[config.mk]
export PLATFORM = sky130hd
export DESIGN_NAME = pcm_downmix_linear_resampler
export DESIGN_NICKNAME = d
export VERILOG_FILES = /design/src/hw/rtl/pdlr_pkg.sv /design/src/hw/rtl/pcm_downmix_linear_resampler.sv /design/src/hw/rtl/pdlr_div.sv
export SDC_FILE = /design/constraint.sdc
export NUM_CORES = 2
export LEC_CHECK = 0
export ABC_CLOCK_PERIOD_IN_PS = 13150
export BUFFER_PORTS_ARGS = -buffer_cell sky130_fd_sc_hd__buf_2
export CORE_MARGIN = 4
export CORE_UTILIZATION = 65
export CTS_CLUSTER_SIZE = 24
export DETAILED_ROUTE_END_ITERATION = 16
export PLACE_DENSITY = 0.9
export SYNTH_ARGS = -nofsm -noshare
export SYNTH_HDL_FRONTEND = slang
export SYNTH_HIERARCHICAL = 1
export SYNTH_SLANG_ARGS = --single-unit
[constraint.sdc]
create_clock -name clk -period 13.15 [get_ports clk]
set_input_delay 2.63 -clock clk [delete_from_list [all_inputs] [get_ports clk]]
set_output_delay 2.63 -clock clk [all_outputs]
set_load 0.02 [all_outputs]
[src/hw/rtl/pdlr_pkg.sv]
// shared types and constants for the pcm downmix and linear resampler
`default_nettype none

package pdlr_pkg;

    // field and register widths
    localparam int SAMPLE_W  = 16;
    localparam int RATE_W    = 18;
    localparam int CC_W      = 4;
    localparam int OI_W      = 32;
    localparam int CFG_IDX_W = 2;

    // phase position output_index * source_rate
    localparam int POS_W     = OI_W + RATE_W;
    localparam int POS_IDX_W = $clog2(POS_W);
    localparam int STEP_W    = $clog2(POS_W + 1);

    // signed interpolation numerator and the quotient bits it needs
    localparam int NUM_W     = SAMPLE_W + RATE_W + 1;
    localparam int NUM_STEPS = NUM_W - 1;

    // results per input item
    localparam int RESULT_LIMIT = 16;
    localparam int RES_CNT_W    = $clog2(RESULT_LIMIT + 1);

    // configuration register indexes
    localparam logic [CFG_IDX_W-1:0] REG_CHANNEL_COUNT = 2'd0;
    localparam logic [CFG_IDX_W-1:0] REG_SOURCE_RATE   = 2'd1;
    localparam logic [CFG_IDX_W-1:0] REG_TARGET_RATE   = 2'd2;

    // configuration reset values
    localparam logic [CC_W-1:0]   RST_CHANNEL_COUNT = 4'd1;
    localparam logic [RATE_W-1:0] RST_RATE          = 18'd16000;

    // request to the serial divider
    typedef struct packed {
        logic                start;
        logic [STEP_W-1:0]   steps;
        logic [POS_W-1:0]    dividend;
        logic [RATE_W-1:0]   divisor;
    } div_req_t;

    // answer from the serial divider
    typedef struct packed {
        logic                done;
        logic [POS_W-1:0]    quotient;
        logic [RATE_W-1:0]   remainder;
    } div_rsp_t;

endpackage

`default_nettype wire

[src/hw/rtl/pcm_downmix_linear_resampler.sv]
// top level: interleaved pcm downmix to mono and linear sample-rate conversion
`default_nettype none

// Interleaved signed 16-bit channel samples come in on the s_ stream, with
// s_tlast on the final sample of a stream. Each complete frame is averaged to
// mono (sum over the channel count, truncated toward zero) and the mono stream
// is linearly resampled from source_rate to target_rate, with exact integer
// arithmetic; at stream end the last mono value is repeated up to
// floor(frames * target / source) outputs and a partial frame is dropped.
// m_tlast marks the last output caused by one input item, m_tuser the final
// output of the stream. An item that does not close a frame is added to
// the channel sum; one that closes a frame is divided by the channel
// count, then each interpolated output it produces (at most 16) needs a
// phase and a value division: the single shared divider delivers one
// quotient bit per cycle and runs 50 steps for the phase position and 34
// steps for the interpolated value, with multiplier work and checks around it.
// Configuration writes are taken at any time but must only be issued while
// the block is idle.
module pcm_downmix_linear_resampler
    import pdlr_pkg::*;
#(
    parameter int MAX_CHANNELS = 8,
    parameter int MAX_UPSAMPLE = 16
)
(
    input  logic                 clk,
    input  logic                 rst_n,
    // input stream
    input  logic                 s_tvalid,
    output logic                 s_tready,
    input  logic [15:0]          s_tdata,   // [15:0] in_sample
    input  logic                 s_tlast,   // stream_last
    // output stream
    output logic                 m_tvalid,
    input  logic                 m_tready,
    output logic [15:0]          m_tdata,   // [15:0] out_sample
    output logic                 m_tlast,   // run_last
    output logic                 m_tuser,   // [0] stream_done
    // configuration writes
    input  logic                 cfg_valid,
    output logic                 cfg_ready,
    input  logic [CFG_IDX_W-1:0] cfg_index,
    input  logic [RATE_W-1:0]    cfg_data
);

    localparam int CNT_W   = $clog2(MAX_CHANNELS + 1);
    localparam int SUM_W   = 17 + $clog2(MAX_CHANNELS);
    localparam int SAT_W   = RATE_W + $clog2(MAX_UPSAMPLE + 1);
    localparam int MUL_A_W = OI_W + 2;
    localparam int MUL_B_W = RATE_W + 1;
    localparam int PROD_W  = MUL_A_W + MUL_B_W;

    typedef enum logic [14:0] {
        ST_IDLE  = 15'b000000000000001,
        ST_MGO   = 15'b000000000000010,
        ST_MWAIT = 15'b000000000000100,
        ST_TOP   = 15'b000000000001000,
        ST_EXL   = 15'b000000000010000,
        ST_EXR   = 15'b000000000100000,
        ST_EXC   = 15'b000000001000000,
        ST_POS   = 15'b000000010000000,
        ST_PGO   = 15'b000000100000000,
        ST_PWAIT = 15'b000001000000000,
        ST_CHK   = 15'b000010000000000,
        ST_M1    = 15'b000100000000000,
        ST_M2    = 15'b001000000000000,
        ST_NGO   = 15'b010000000000000,
        ST_NWAIT = 15'b100000000000000
    } state_t;

    // sequencer and configuration
    state_t                    state_reg, state_next;
    logic [CC_W-1:0]           cc_reg, cc_next;
    logic [RATE_W-1:0]         src_cfg_reg, src_cfg_next;
    logic [RATE_W-1:0]         tgt_cfg_reg, tgt_cfg_next;

    // stream state
    logic signed [SUM_W-1:0]   sum_reg, sum_next;
    logic [CNT_W-1:0]          idx_reg, idx_next;
    logic [SAMPLE_W-1:0]       prev_reg, prev_next;
    logic [SAMPLE_W-1:0]       latest_reg, latest_next;
    logic [OI_W-1:0]           oi_reg, oi_next;
    logic [OI_W-1:0]           fi_reg, fi_next;
    logic [SAMPLE_W-1:0]       held_reg, held_next;
    logic                      held_valid_reg, held_valid_next;

    // per item control
    logic                      last_reg, last_next;
    logic                      fin_reg, fin_next;
    logic                      flush_reg, flush_next;
    logic [RES_CNT_W-1:0]      cnt_reg, cnt_next;
    logic                      use_latest_reg, use_latest_next;

    // arithmetic holding registers
    logic signed [PROD_W-1:0]  prod_reg, prod_next;
    logic signed [PROD_W-1:0]  hold_reg, hold_next;
    logic signed [NUM_W-1:0]   num_reg, num_next;

    // pending result and output register
    logic [SAMPLE_W-1:0]       pend_reg, pend_next;
    logic                      pend_valid_reg, pend_valid_next;
    logic                      out_valid_reg, out_valid_next;
    logic [SAMPLE_W-1:0]       out_data_reg, out_data_next;
    logic                      out_last_reg, out_last_next;
    logic                      out_user_reg, out_user_next;

    // derived values
    logic [CNT_W-1:0]          ch_eff;
    logic [RATE_W-1:0]         src_eff;
    logic [RATE_W-1:0]         tgt_eff;
    logic [SAT_W-1:0]          src_sat;
    logic [RATE_W-1:0]         dst_eff;
    logic [CNT_W-1:0]          idx_inc;
    logic                      frame_done;
    logic signed [SUM_W-1:0]   sum_acc;
    logic [SUM_W-1:0]          sum_mag;
    logic [NUM_W-1:0]          num_mag;
    logic [SAMPLE_W-1:0]       q16;
    logic [SAMPLE_W-1:0]       q16_neg;
    logic [POS_W:0]            p_ext;
    logic [POS_W:0]            p_inc;
    logic [POS_W:0]            n_ext;
    logic                      interp_ok;
    logic                      out_free;
    logic                      end_fin;
    state_t                    end_state;
    logic signed [MUL_A_W-1:0] mul_a;
    logic signed [MUL_B_W-1:0] mul_b;
    logic signed [PROD_W-1:0]  num_sum;
    logic [SAMPLE_W-1:0]       interp_src;
    logic [RATE_W-1:0]         r_val;

    div_req_t                  div_req;
    div_rsp_t                  div_rsp;

    pdlr_div u_div (
        .clk   (clk),
        .rst_n (rst_n),
        .req   (div_req),
        .rsp   (div_rsp)
    );

    // clamp channel count and rates
    always_comb
    begin
        if (cc_reg == '0)
            ch_eff = CNT_W'(1);
        else if (int'(cc_reg) > MAX_CHANNELS)
            ch_eff = CNT_W'(MAX_CHANNELS);
        else
            ch_eff = CNT_W'(cc_reg);
    end

    assign src_eff = (src_cfg_reg == '0) ? RATE_W'(1) : src_cfg_reg;
    assign tgt_eff = (tgt_cfg_reg == '0) ? RATE_W'(1) : tgt_cfg_reg;
    assign src_sat = SAT_W'(src_eff) * SAT_W'(MAX_UPSAMPLE);
    assign dst_eff = ({{(SAT_W-RATE_W){1'b0}}, tgt_eff} > src_sat) ?
                     src_sat[RATE_W-1:0] : tgt_eff;

    // channel accumulation
    assign idx_inc    = idx_reg + 1'b1;
    assign frame_done = idx_inc >= ch_eff;
    assign sum_acc    = sum_reg + {{(SUM_W-SAMPLE_W){s_tdata[SAMPLE_W-1]}}, s_tdata};

    // magnitudes for the divider and signed quotient
    assign sum_mag = sum_reg[SUM_W-1] ? SUM_W'(-sum_reg) : SUM_W'(sum_reg);
    assign num_mag = num_sum[PROD_W-1] ? NUM_W'(-num_sum) : NUM_W'(num_sum);
    assign q16     = div_rsp.quotient[SAMPLE_W-1:0];
    assign q16_neg = ~q16 + 1'b1;

    // phase position checks against the frame count
    assign r_val     = div_rsp.remainder;
    assign p_ext     = {1'b0, div_rsp.quotient};
    assign p_inc     = p_ext + 1'b1;
    assign n_ext     = {{(POS_W+1-OI_W){1'b0}}, fi_reg};
    assign interp_ok = (p_inc < n_ext) || ((r_val == '0) && (p_ext < n_ext));

    assign interp_src = use_latest_reg ? latest_reg : prev_reg;
    assign num_sum    = hold_reg + prod_reg;
    assign out_free   = !out_valid_reg || m_tready;

    // end of the drain or of the tail phase
    assign end_fin   = fin_reg || last_reg;
    assign end_state = (!fin_reg && last_reg) ? ST_TOP : ST_IDLE;

    // shared multiplier operands
    always_comb
    begin
        mul_a = '0;
        mul_b = '0;
        case (state_reg)
            ST_EXL:
            begin
                mul_a = {1'b0, {1'b0, oi_reg} + 1'b1};
                mul_b = {1'b0, src_eff};
            end
            ST_EXR, ST_EXC:
            begin
                mul_a = {2'b00, fi_reg};
                mul_b = {1'b0, dst_eff};
            end
            ST_POS:
            begin
                mul_a = {2'b00, oi_reg};
                mul_b = {1'b0, src_eff};
            end
            ST_M1:
            begin
                mul_a = {{(MUL_A_W-SAMPLE_W){interp_src[SAMPLE_W-1]}}, interp_src};
                mul_b = {1'b0, dst_eff - r_val};
            end
            ST_M2:
            begin
                mul_a = {{(MUL_A_W-SAMPLE_W){latest_reg[SAMPLE_W-1]}}, latest_reg};
                mul_b = {1'b0, r_val};
            end
            default:
            begin
                mul_a = '0;
                mul_b = '0;
            end
        endcase
    end

    // sequencer
    always_comb
    begin
        state_next      = state_reg;
        cc_next         = cc_reg;
        src_cfg_next    = src_cfg_reg;
        tgt_cfg_next    = tgt_cfg_reg;
        sum_next        = sum_reg;
        idx_next        = idx_reg;
        prev_next       = prev_reg;
        latest_next     = latest_reg;
        oi_next         = oi_reg;
        fi_next         = fi_reg;
        held_next       = held_reg;
        held_valid_next = held_valid_reg;
        last_next       = last_reg;
        fin_next        = fin_reg;
        flush_next      = flush_reg;
        cnt_next        = cnt_reg;
        use_latest_next = use_latest_reg;
        prod_next       = mul_a * mul_b;
        hold_next       = hold_reg;
        num_next        = num_reg;
        pend_next       = pend_reg;
        pend_valid_next = pend_valid_reg;
        out_valid_next  = out_valid_reg;
        out_data_next   = out_data_reg;
        out_last_next   = out_last_reg;
        out_user_next   = out_user_reg;
        div_req         = '0;

        // configuration writes
        if (cfg_valid)
        begin
            if (cfg_index == REG_CHANNEL_COUNT)
                cc_next = cfg_data[CC_W-1:0];
            else if (cfg_index == REG_SOURCE_RATE)
                src_cfg_next = cfg_data;
            else if (cfg_index == REG_TARGET_RATE)
                tgt_cfg_next = cfg_data;
        end

        // output register drains
        if (out_valid_reg && m_tready)
            out_valid_next = 1'b0;

        // flush the pending result once the item is finished
        if (flush_reg && (!pend_valid_reg || out_free))
        begin
            if (pend_valid_reg)
            begin
                out_valid_next = 1'b1;
                out_data_next  = pend_reg;
                out_last_next  = 1'b1;
                out_user_next  = last_reg;
            end
            pend_valid_next = 1'b0;
            flush_next      = 1'b0;
            if (last_reg)
            begin
                sum_next        = '0;
                idx_next        = '0;
                prev_next       = '0;
                latest_next     = '0;
                oi_next         = '0;
                fi_next         = '0;
                held_valid_next = 1'b0;
            end
        end

        case (state_reg)
            ST_IDLE:
            begin
                if (s_tvalid && !flush_reg)
                begin
                    last_next = s_tlast;
                    fin_next  = 1'b0;
                    cnt_next  = '0;
                    sum_next  = sum_acc;
                    if (frame_done)
                    begin
                        idx_next   = '0;
                        state_next = ST_MGO;
                    end
                    else
                    begin
                        idx_next = idx_inc;
                        if (s_tlast)
                        begin
                            fin_next   = 1'b1;
                            state_next = ST_TOP;
                        end
                    end
                end
            end
            ST_MGO:
            begin
                div_req.start    = 1'b1;
                div_req.steps    = STEP_W'(SUM_W);
                div_req.dividend = {{(POS_W-SUM_W){1'b0}}, sum_mag};
                div_req.divisor  = {{(RATE_W-CNT_W){1'b0}}, ch_eff};
                state_next       = ST_MWAIT;
            end
            ST_MWAIT:
            begin
                if (div_rsp.done)
                begin
                    prev_next   = latest_reg;
                    latest_next = sum_reg[SUM_W-1] ? q16_neg : q16;
                    fi_next     = fi_reg + 1'b1;
                    sum_next    = '0;
                    state_next  = ST_TOP;
                end
            end
            ST_TOP:
            begin
                if ((fi_reg == '0) || (cnt_reg == RES_CNT_W'(RESULT_LIMIT)))
                begin
                    fin_next   = end_fin;
                    flush_next = !(!fin_reg && last_reg);
                    state_next = end_state;
                end
                else if (held_valid_reg || fin_reg)
                    state_next = ST_EXL;
                else
                    state_next = ST_POS;
            end
            ST_EXL:
            begin
                state_next = ST_EXR;
            end
            ST_EXR:
            begin
                hold_next  = prod_reg;
                state_next = ST_EXC;
            end
            ST_EXC:
            begin
                // result exists: (output_index + 1) * src <= frames * dst
                if (hold_reg <= prod_reg)
                begin
                    if (!pend_valid_reg || out_free)
                    begin
                        if (pend_valid_reg)
                        begin
                            out_valid_next = 1'b1;
                            out_data_next  = pend_reg;
                            out_last_next  = 1'b0;
                            out_user_next  = 1'b0;
                        end
                        pend_next       = held_valid_reg ? held_reg : latest_reg;
                        pend_valid_next = 1'b1;
                        cnt_next        = cnt_reg + 1'b1;
                        oi_next         = oi_reg + 1'b1;
                        held_valid_next = 1'b0;
                        state_next      = ST_TOP;
                    end
                end
                else
                begin
                    fin_next   = end_fin;
                    flush_next = !(!fin_reg && last_reg);
                    state_next = end_state;
                end
            end
            ST_POS:
            begin
                state_next = ST_PGO;
            end
            ST_PGO:
            begin
                div_req.start    = 1'b1;
                div_req.steps    = STEP_W'(POS_W);
                div_req.dividend = prod_reg[POS_W-1:0];
                div_req.divisor  = dst_eff;
                state_next       = ST_PWAIT;
            end
            ST_PWAIT:
            begin
                if (div_rsp.done)
                    state_next = ST_CHK;
            end
            ST_CHK:
            begin
                use_latest_next = p_inc == n_ext;
                if (interp_ok)
                    state_next = ST_M1;
                else
                begin
                    fin_next   = end_fin;
                    flush_next = !(!fin_reg && last_reg);
                    state_next = end_state;
                end
            end
            ST_M1:
            begin
                state_next = ST_M2;
            end
            ST_M2:
            begin
                hold_next  = prod_reg;
                state_next = ST_NGO;
            end
            ST_NGO:
            begin
                // numerator sum formed here, its magnitude goes to the divider
                num_next         = num_sum[NUM_W-1:0];
                div_req.start    = 1'b1;
                div_req.steps    = STEP_W'(NUM_STEPS);
                div_req.dividend = {{(POS_W-NUM_W){1'b0}}, num_mag};
                div_req.divisor  = dst_eff;
                state_next       = ST_NWAIT;
            end
            ST_NWAIT:
            begin
                if (div_rsp.done)
                begin
                    held_next       = num_reg[NUM_W-1] ? q16_neg : q16;
                    held_valid_next = 1'b1;
                    state_next      = ST_TOP;
                end
            end
            default:
            begin
                state_next = ST_IDLE;
            end
        endcase
    end

    // control registers
    always_ff @(posedge clk or negedge rst_n)
    begin
        if (!rst_n)
        begin
            state_reg      <= ST_IDLE;
            cc_reg         <= RST_CHANNEL_COUNT;
            src_cfg_reg    <= RST_RATE;
            tgt_cfg_reg    <= RST_RATE;
            sum_reg        <= '0;
            idx_reg        <= '0;
            prev_reg       <= '0;
            latest_reg     <= '0;
            oi_reg         <= '0;
            fi_reg         <= '0;
            held_valid_reg <= 1'b0;
            last_reg       <= 1'b0;
            fin_reg        <= 1'b0;
            flush_reg      <= 1'b0;
            cnt_reg        <= '0;
            pend_valid_reg <= 1'b0;
            out_valid_reg  <= 1'b0;
        end
        else
        begin
            state_reg      <= state_next;
            cc_reg         <= cc_next;
            src_cfg_reg    <= src_cfg_next;
            tgt_cfg_reg    <= tgt_cfg_next;
            sum_reg        <= sum_next;
            idx_reg        <= idx_next;
            prev_reg       <= prev_next;
            latest_reg     <= latest_next;
            oi_reg         <= oi_next;
            fi_reg         <= fi_next;
            held_valid_reg <= held_valid_next;
            last_reg       <= last_next;
            fin_reg        <= fin_next;
            flush_reg      <= flush_next;
            cnt_reg        <= cnt_next;
            pend_valid_reg <= pend_valid_next;
            out_valid_reg  <= out_valid_next;
        end
    end

    // payload registers
    always_ff @(posedge clk)
    begin
        held_reg       <= held_next;
        use_latest_reg <= use_latest_next;
        prod_reg       <= prod_next;
        hold_reg       <= hold_next;
        num_reg        <= num_next;
        pend_reg       <= pend_next;
        out_data_reg   <= out_data_next;
        out_last_reg   <= out_last_next;
        out_user_reg   <= out_user_next;
    end

    assign s_tready  = (state_reg == ST_IDLE) && !flush_reg;
    assign cfg_ready = 1'b1;
    assign m_tvalid  = out_valid_reg;
    assign m_tdata   = out_data_reg;
    assign m_tlast   = out_last_reg;
    assign m_tuser   = out_user_reg;

endmodule

`default_nettype wire

[src/hw/rtl/pdlr_div.sv]
// unsigned restoring divider, one quotient bit per cycle
`default_nettype none

module pdlr_div
    import pdlr_pkg::*;
(
    input  logic     clk,
    input  logic     rst_n,
    input  div_req_t req,
    output div_rsp_t rsp
);

    logic                 busy_reg, busy_next;
    logic                 done_reg, done_next;
    logic [STEP_W-1:0]    step_reg, step_next;
    logic [POS_W-1:0]     dvd_reg, dvd_next;
    logic [RATE_W-1:0]    dvs_reg, dvs_next;
    logic [POS_W-1:0]     quo_reg, quo_next;
    logic [RATE_W-1:0]    rem_reg, rem_next;

    logic [POS_IDX_W-1:0] bit_idx;
    logic [STEP_W-1:0]    step_dec;
    logic [RATE_W:0]      trial;
    logic [RATE_W:0]      diff;
    logic                 ge;

    // bits are taken from position steps-1 down to zero
    assign step_dec = step_reg - 1'b1;
    assign bit_idx  = step_dec[POS_IDX_W-1:0];
    assign trial    = {rem_reg, dvd_reg[bit_idx]};
    assign ge       = trial >= {1'b0, dvs_reg};
    assign diff     = trial - {1'b0, dvs_reg};

    // load on start, then one subtract and compare per cycle
    always_comb
    begin
        busy_next = busy_reg;
        done_next = 1'b0;
        step_next = step_reg;
        dvd_next  = dvd_reg;
        dvs_next  = dvs_reg;
        quo_next  = quo_reg;
        rem_next  = rem_reg;
        if (req.start)
        begin
            busy_next = 1'b1;
            step_next = req.steps;
            dvd_next  = req.dividend;
            dvs_next  = req.divisor;
            quo_next  = '0;
            rem_next  = '0;
        end
        else if (busy_reg)
        begin
            rem_next  = ge ? diff[RATE_W-1:0] : trial[RATE_W-1:0];
            quo_next  = {quo_reg[POS_W-2:0], ge};
            step_next = step_dec;
            if (step_reg == STEP_W'(1))
            begin
                busy_next = 1'b0;
                done_next = 1'b1;
            end
        end
    end

    // control
    always_ff @(posedge clk or negedge rst_n)
    begin
        if (!rst_n)
        begin
            busy_reg <= 1'b0;
            done_reg <= 1'b0;
            step_reg <= '0;
        end
        else
        begin
            busy_reg <= busy_next;
            done_reg <= done_next;
            step_reg <= step_next;
        end
    end

    // operands and partial results
    always_ff @(posedge clk)
    begin
        dvd_reg <= dvd_next;
        dvs_reg <= dvs_next;
        quo_reg <= quo_next;
        rem_reg <= rem_next;
    end

    assign rsp.done      = done_reg;
    assign rsp.quotient  = quo_reg;
    assign rsp.remainder = rem_reg;

endmodule

`default_nettype wire

Word-level counts from Yosys, hierarchy flattened
Index checks and enable logic that the tools add are counted.
- $add $sub $neg: 14
- multiply operators: 1
- order comparisons: 8
- equality and inequality tests: 30
- muxes and demuxes: 115
- bitwise gates (word level): 3
- reduce and logical (&&, ||, !) cells: 39
- operator list (kind ; number):
    2-to-1 mux 16 bit ; 18
    2-to-1 mux 32 bit ; 9
    one-hot mux 75 bit (3 select lines) ; 1
    one-hot mux 15 bit (14 select lines) ; 1
    one-hot mux 34 bit (5 select lines) ; 1
    2-to-1 mux 15 bit ; 7
    2-to-1 mux 20 bit ; 5
    2-to-1 mux 18 bit ; 4
    one-hot mux 18 bit (4 select lines) ; 1
    adder 32 x 1 -> 32 bit, second input constant ; 2
    zero test 18 bit ; 3
    adder 53 bit ; 1
    <= comparator 53 bit ; 1
    multiplier 34 x 19 -> 53 bit ; 1
    adder 50 x 1 -> 51 bit, second input constant ; 1
    equality test 51 x 32 -> 1 bit ; 1
    less-than comparator 51 x 32 -> 1 bit ; 1
    less-than comparator 50 x 32 -> 1 bit ; 1
    2-to-1 mux 1 bit ; 45
    one-hot mux 20 bit (2 select lines) ; 1
    subtractor 18 bit ; 2
    2-to-1 mux 35 bit ; 1
    negator 35 bit ; 1
    adder 32 x 1 -> 33 bit, second input constant ; 1
    other kinds (58) ; 100
- register bits after elaboration: 522
- output and inout port bits: 21

Longest topological paths before layout
- depth in word-level cells: 9
- gate-level depth with buffers: 52
- gate-level depth less buffers: 50

Hierarchy
Netlist, hierarchy kept.
- by module, submodules not included (module ; times used ; cells an instance ; area an instance (sq um) ; sequential area each (sq um)):
    pcm_downmix_linear_resampler ; 1 ; 5370 ; 46517.1 ; 8705.8
    pdlr_div ; 1 ; 562 ; 6532.5 ; 3603.5

Least setup slack after synthesis
No wires, ideal clock.
- kind: register to register
- start: register src_cfg_reg[14]
- end: register prod_reg[48]
- data arrival time: 10.739 ns
- path slack: 2.339 ns
- stages on the path, launching flop included: 44
- path buffers: 2
- cells stage by stage: dfrtp_1 nor4_1 a41o_1 ha_1 and3_1 and3b_1 o211ai_1 nand3_2 clkbuf_1 nand2_1 inv_1 ha_1 nor2b_1 o21a_1 o21ai_0 and3_1 a22oi_1 a2111oi_2 [8 not listed] fa_1 fa_1 fa_1 fa_1 fa_1 ha_1 a21o_1 a21o_1 a21oi_1 a21boi_0 o41a_1 a21oi_1 o21ai_1 a31oi_1 o21bai_1 a21o_1 a221oi_1 xnor2_1
- cells in the longest elaborated chain, start to end: 7
- ends and longest elaborated chain (item ; RTL line ; source):
    from (decl) ; pcm_downmix_linear_resampler.sv:74 ; logic [RATE_W-1:0] src_cfg_reg, src_cfg_next;
    from (signal assigned) ; pcm_downmix_linear_resampler.sv:481 ; src_cfg_reg <= src_cfg_next;
    zero test 18 bit ; pcm_downmix_linear_resampler.sv:154 ; assign src_eff = (src_cfg_reg == '0) ? RATE_W'(1) : src_cfg_reg;
    2-to-1 mux 18 bit (*) ; pcm_downmix_linear_resampler.sv:154 ;
    greater-than comparator 18 x 22 -> 1 bit ; pcm_downmix_linear_resampler.sv:157 ; assign dst_eff = ({{(SAT_W-RATE_W){1'b0}}, tgt_eff} > src_sat) ?
    2-to-1 mux 18 bit ; pcm_downmix_linear_resampler.sv:157 ;
    subtractor 18 bit ; pcm_downmix_linear_resampler.sv:210 ; mul_b = {1'b0, dst_eff - r_val};
    one-hot mux 18 bit (4 select lines) (*) ; pcm_downmix_linear_resampler.sv:191 ; case (state_reg)
    multiplier 34 x 19 -> 53 bit (*) ; pcm_downmix_linear_resampler.sv:245 ; prod_next = mul_a * mul_b;
    via prod_next[48] ; pcm_downmix_linear_resampler.sv:95 ; logic signed [PROD_W-1:0] prod_reg, prod_next;
    to (signal assigned) ; pcm_downmix_linear_resampler.sv:504 ; prod_reg <= prod_next;
    to (decl) ; pcm_downmix_linear_resampler.sv:95 ;
The timed path passes the listed nets; every way through them passes the cells marked *.
A chain may end at the register's enable or synchronous reset.

Final worst setup path
Same ends and word-level chain as after synthesis.

==> metrics.txt <==
Syn Std Cell Area=0.05305 sq mm; worst vdd ir=0.1101 mV; Final period util=0.9398; Design Area, Final=0.05620 sq mm; actual slew at the worst max-slew pin=1310 ps; number of global-route vias before repair=46100; Place WS=818.0 ps; worst setup margin=791.6 ps; Nets=6871; DIE WIDTH=293.7 um; Hold/Removal Path Class=reg2reg; Crit. path cell count=44; Core Region=0.08068 sq mm; kind of critical path=reg2reg; Crit path largest cell delay=1000 ps; Worst Setup SP=src_cfg_reg[14]; Netlist cell types=105; Area Overhead vs Synth=5.936%; Mean Syn Cell Area=8.943 sq um; largest net degree at the start of global routing=82; number of flops mapped to enable cells by yosys=155; Worst Reg-to-Reg Cells=44; Yosys warnings=6; clock skew after layout=22.53 ps; Starting Density=0.6576; Seq/Total Area, Yosys=0.2320; Async SR Flop Fraction=0.3975; r2r setup slk=790 ps; FF-to-FF End=prod_reg[48]; CTS sink cnt=488; final core utilization=0.6966; starting DRC count in detailed routing=5356; Row Count=104; Die H=293.7 um; Max Fclk=80.92 MHz; TritonCTS Buffers=53; CP required=13710 ps; gr ovfl total=0; placed cell count=6857; max-slew violations=0; ANT nets after route=0; first-pass GRT wire length=246100 um; top_reg_cell synth=dfrtp_1; Lkg Pwr=26.58 nW; layout cell share with drive strength beyond 1=0.06884; clk root buf=clkbuf_16; Crit Path Max Fanout=25; H-tree depth=2; post-layout min period=12360 ps; Via-to-Cell Ratio=6.452; arrival time worst endpoint=12920 ps; routed wire length per instance=22.06 um; Worst-Skew Late Latency=640 ps; total power=5.856 mW; Max clock buf depth=3; final cell count without fillers=6961; clock-pin slew on the worst setup and hold paths=60 ps; worst path buffer plus inverter count=5; # hold bufs at CTS=0; Worst Setup Start Kind=flip-flop; CTS tree=yes; Max-Cap Viols=0; cell area power density=104.2 mW/mm^2; TritonRoute pass-1 iters=8; end of the critical path=prod_reg[48]; Top Family by Delay on Critical Path=compound AO/OA/AOI/OAI gates; WL final=153600 um; RSZ-0062 raised after global routing=false; Cells after Synth=5932; GP Congestion=0.9981; worst hold slack=445.1 ps; Final Setup Violations=0; outcome=complete, no violations; gr usage total=0.3592; DIE AREA=0.08625 sq mm; DPL Wire Length=115400 um; vias=44910; Buffers on Ports=61; placed cell areas=0.05432 sq mm; Worst path most repeated cell=fa_1; reg2reg start=src_cfg_reg[14]; slew margin rel.=0.1223; Final Hold Fails=0; count of state elements after synthesis=488; # DRC=0; # IOs=63; setup tns final=0 ps; initial antenna violation count=5; Crit-path slowest cell=and2_1; CP Capture Type=flip-flop
-- worst min path at each step --
stage / from / end / slack (ps) / cells past startpoint
finish: prod_reg[52] / hold_reg[52] / 450 / 0
global route: prod_reg[52] / hold_reg[52] / 470 / 0
CTS: prod_reg[52] / hold_reg[52] / 450 / 0
detailed placement: prod_reg[52] / hold_reg[52] / 430 / 0
global placement: prod_reg[52] / hold_reg[52] / 420 / 0
floorplan: prod_reg[52] / hold_reg[52] / 410 / 0
-- layout make-up --
type                            count  area, sq um
Inverter                          880         3303
Tap cell                         1060         1326
Antenna cell                        3        7.507
Timing Repair Buffer              141        914.6
Clock inverter                     33        422.9
Fill cell                        5781        24480
Multi-Input combinational cell   4289        36470
Clock buffer                       67         1439
Sequential cell                   488        12310
-- layout by cell type, fill, tap and decap left out, types with 110 or more instances in the layout --
master,Yosys,routed
inv_1,876,876
nand2_1,738,737
fa_1,593,593
nor2_1,475,475
ha_1,383,383
a21oi_1,201,201
o21ai_0,190,190
dfrtp_1,180,179
edfxtp_1,155,155
xnor2_1,153,152
nand3_1,145,143
dfxtp_1,139,139
a21o_1,110,110
-- per-layer routing --
layer / part of all wire / global-route usage / vias up / wire (um)
met4: 0.071 / 0.2151 / 12 / 10950
met5: 0.00070 / 0 / - / 108
met1: 0.36 / 0.4509 / 21690 / 54830
li1: - / - / 19500 / -
met2: 0.45 / 0.5688 / 2936 / 69590
met3: 0.12 / 0.08702 / 769 / 18100
-- report_power, final --
group          internal (mW)  total [mW]  switching, mW  leakage (nW)
combinational          0.867        2.15           1.28          20.7
clock                  0.922        1.61          0.687         0.907
sequential              1.75        2.10          0.352          4.99
total                   3.54        5.86           2.32          26.6
-- cells in the mapped netlist (18+ instances only) --
cell,n,area (sq um)
a22o_1,20,175.2
o22ai_1,20,125.1
o211ai_1,20,150.1
a2111oi_0,18,157.7
and4_1,18,157.7
and3_1,43,269.0
clkbuf_1,230,863.3
o21ai_1,26,130.1
o221ai_1,22,192.7
nor3_1,107,535.5
or3_1,42,262.8
ha_1,383,4792
a21o_1,110,825.8
nand2_1,738,2770
and2_1,58,362.9
a21oi_1,201,1006
mux2i_1,76,760.7
o21ai_0,190,950.9
nor2b_1,77,481.7
nand3_1,145,725.7
o21a_1,25,187.7
nand4_1,63,394.1
o21bai_1,36,270.3
edfxtp_1,155,4654
nand2b_1,51,319.1
nor2_1,475,1783
fa_1,593,11870
xor2_1,96,840.8
dfxtp_1,139,2783
nor4_1,39,244.0
nor3b_1,22,165.2
dfrtp_1,180,4504
xnor2_1,153,1340
buf_2,26,130.1
inv_1,876,3288
o31ai_1,27,202.7
a211o_1,25,219.0
a31oi_1,35,219.0
mux2_2,72,810.8
-- logic make-up (layout without fill, tap and decap cells) --
kind of cell,after synthesis,count (layout),share of synthesized area
AOI/OAI and AO/OA,950,950,0.1225
xor gates and xnor gates,249,249,0.04111
adders and majority gates,976,976,0.3141
buffers and inverters,1156,1121,0.08319
DFF,488,488,0.2320
muxes,162,162,0.03564
other,2,6,0.0001416
and+or+nand+nor,1949,1949,0.1712
-- timing repair --
item,in CTS,in global routing
setup endpoints to repair,0,2
gates resized for setup,0,0
buffers inserted,0,1
Power figures use the tool's default switching activity.
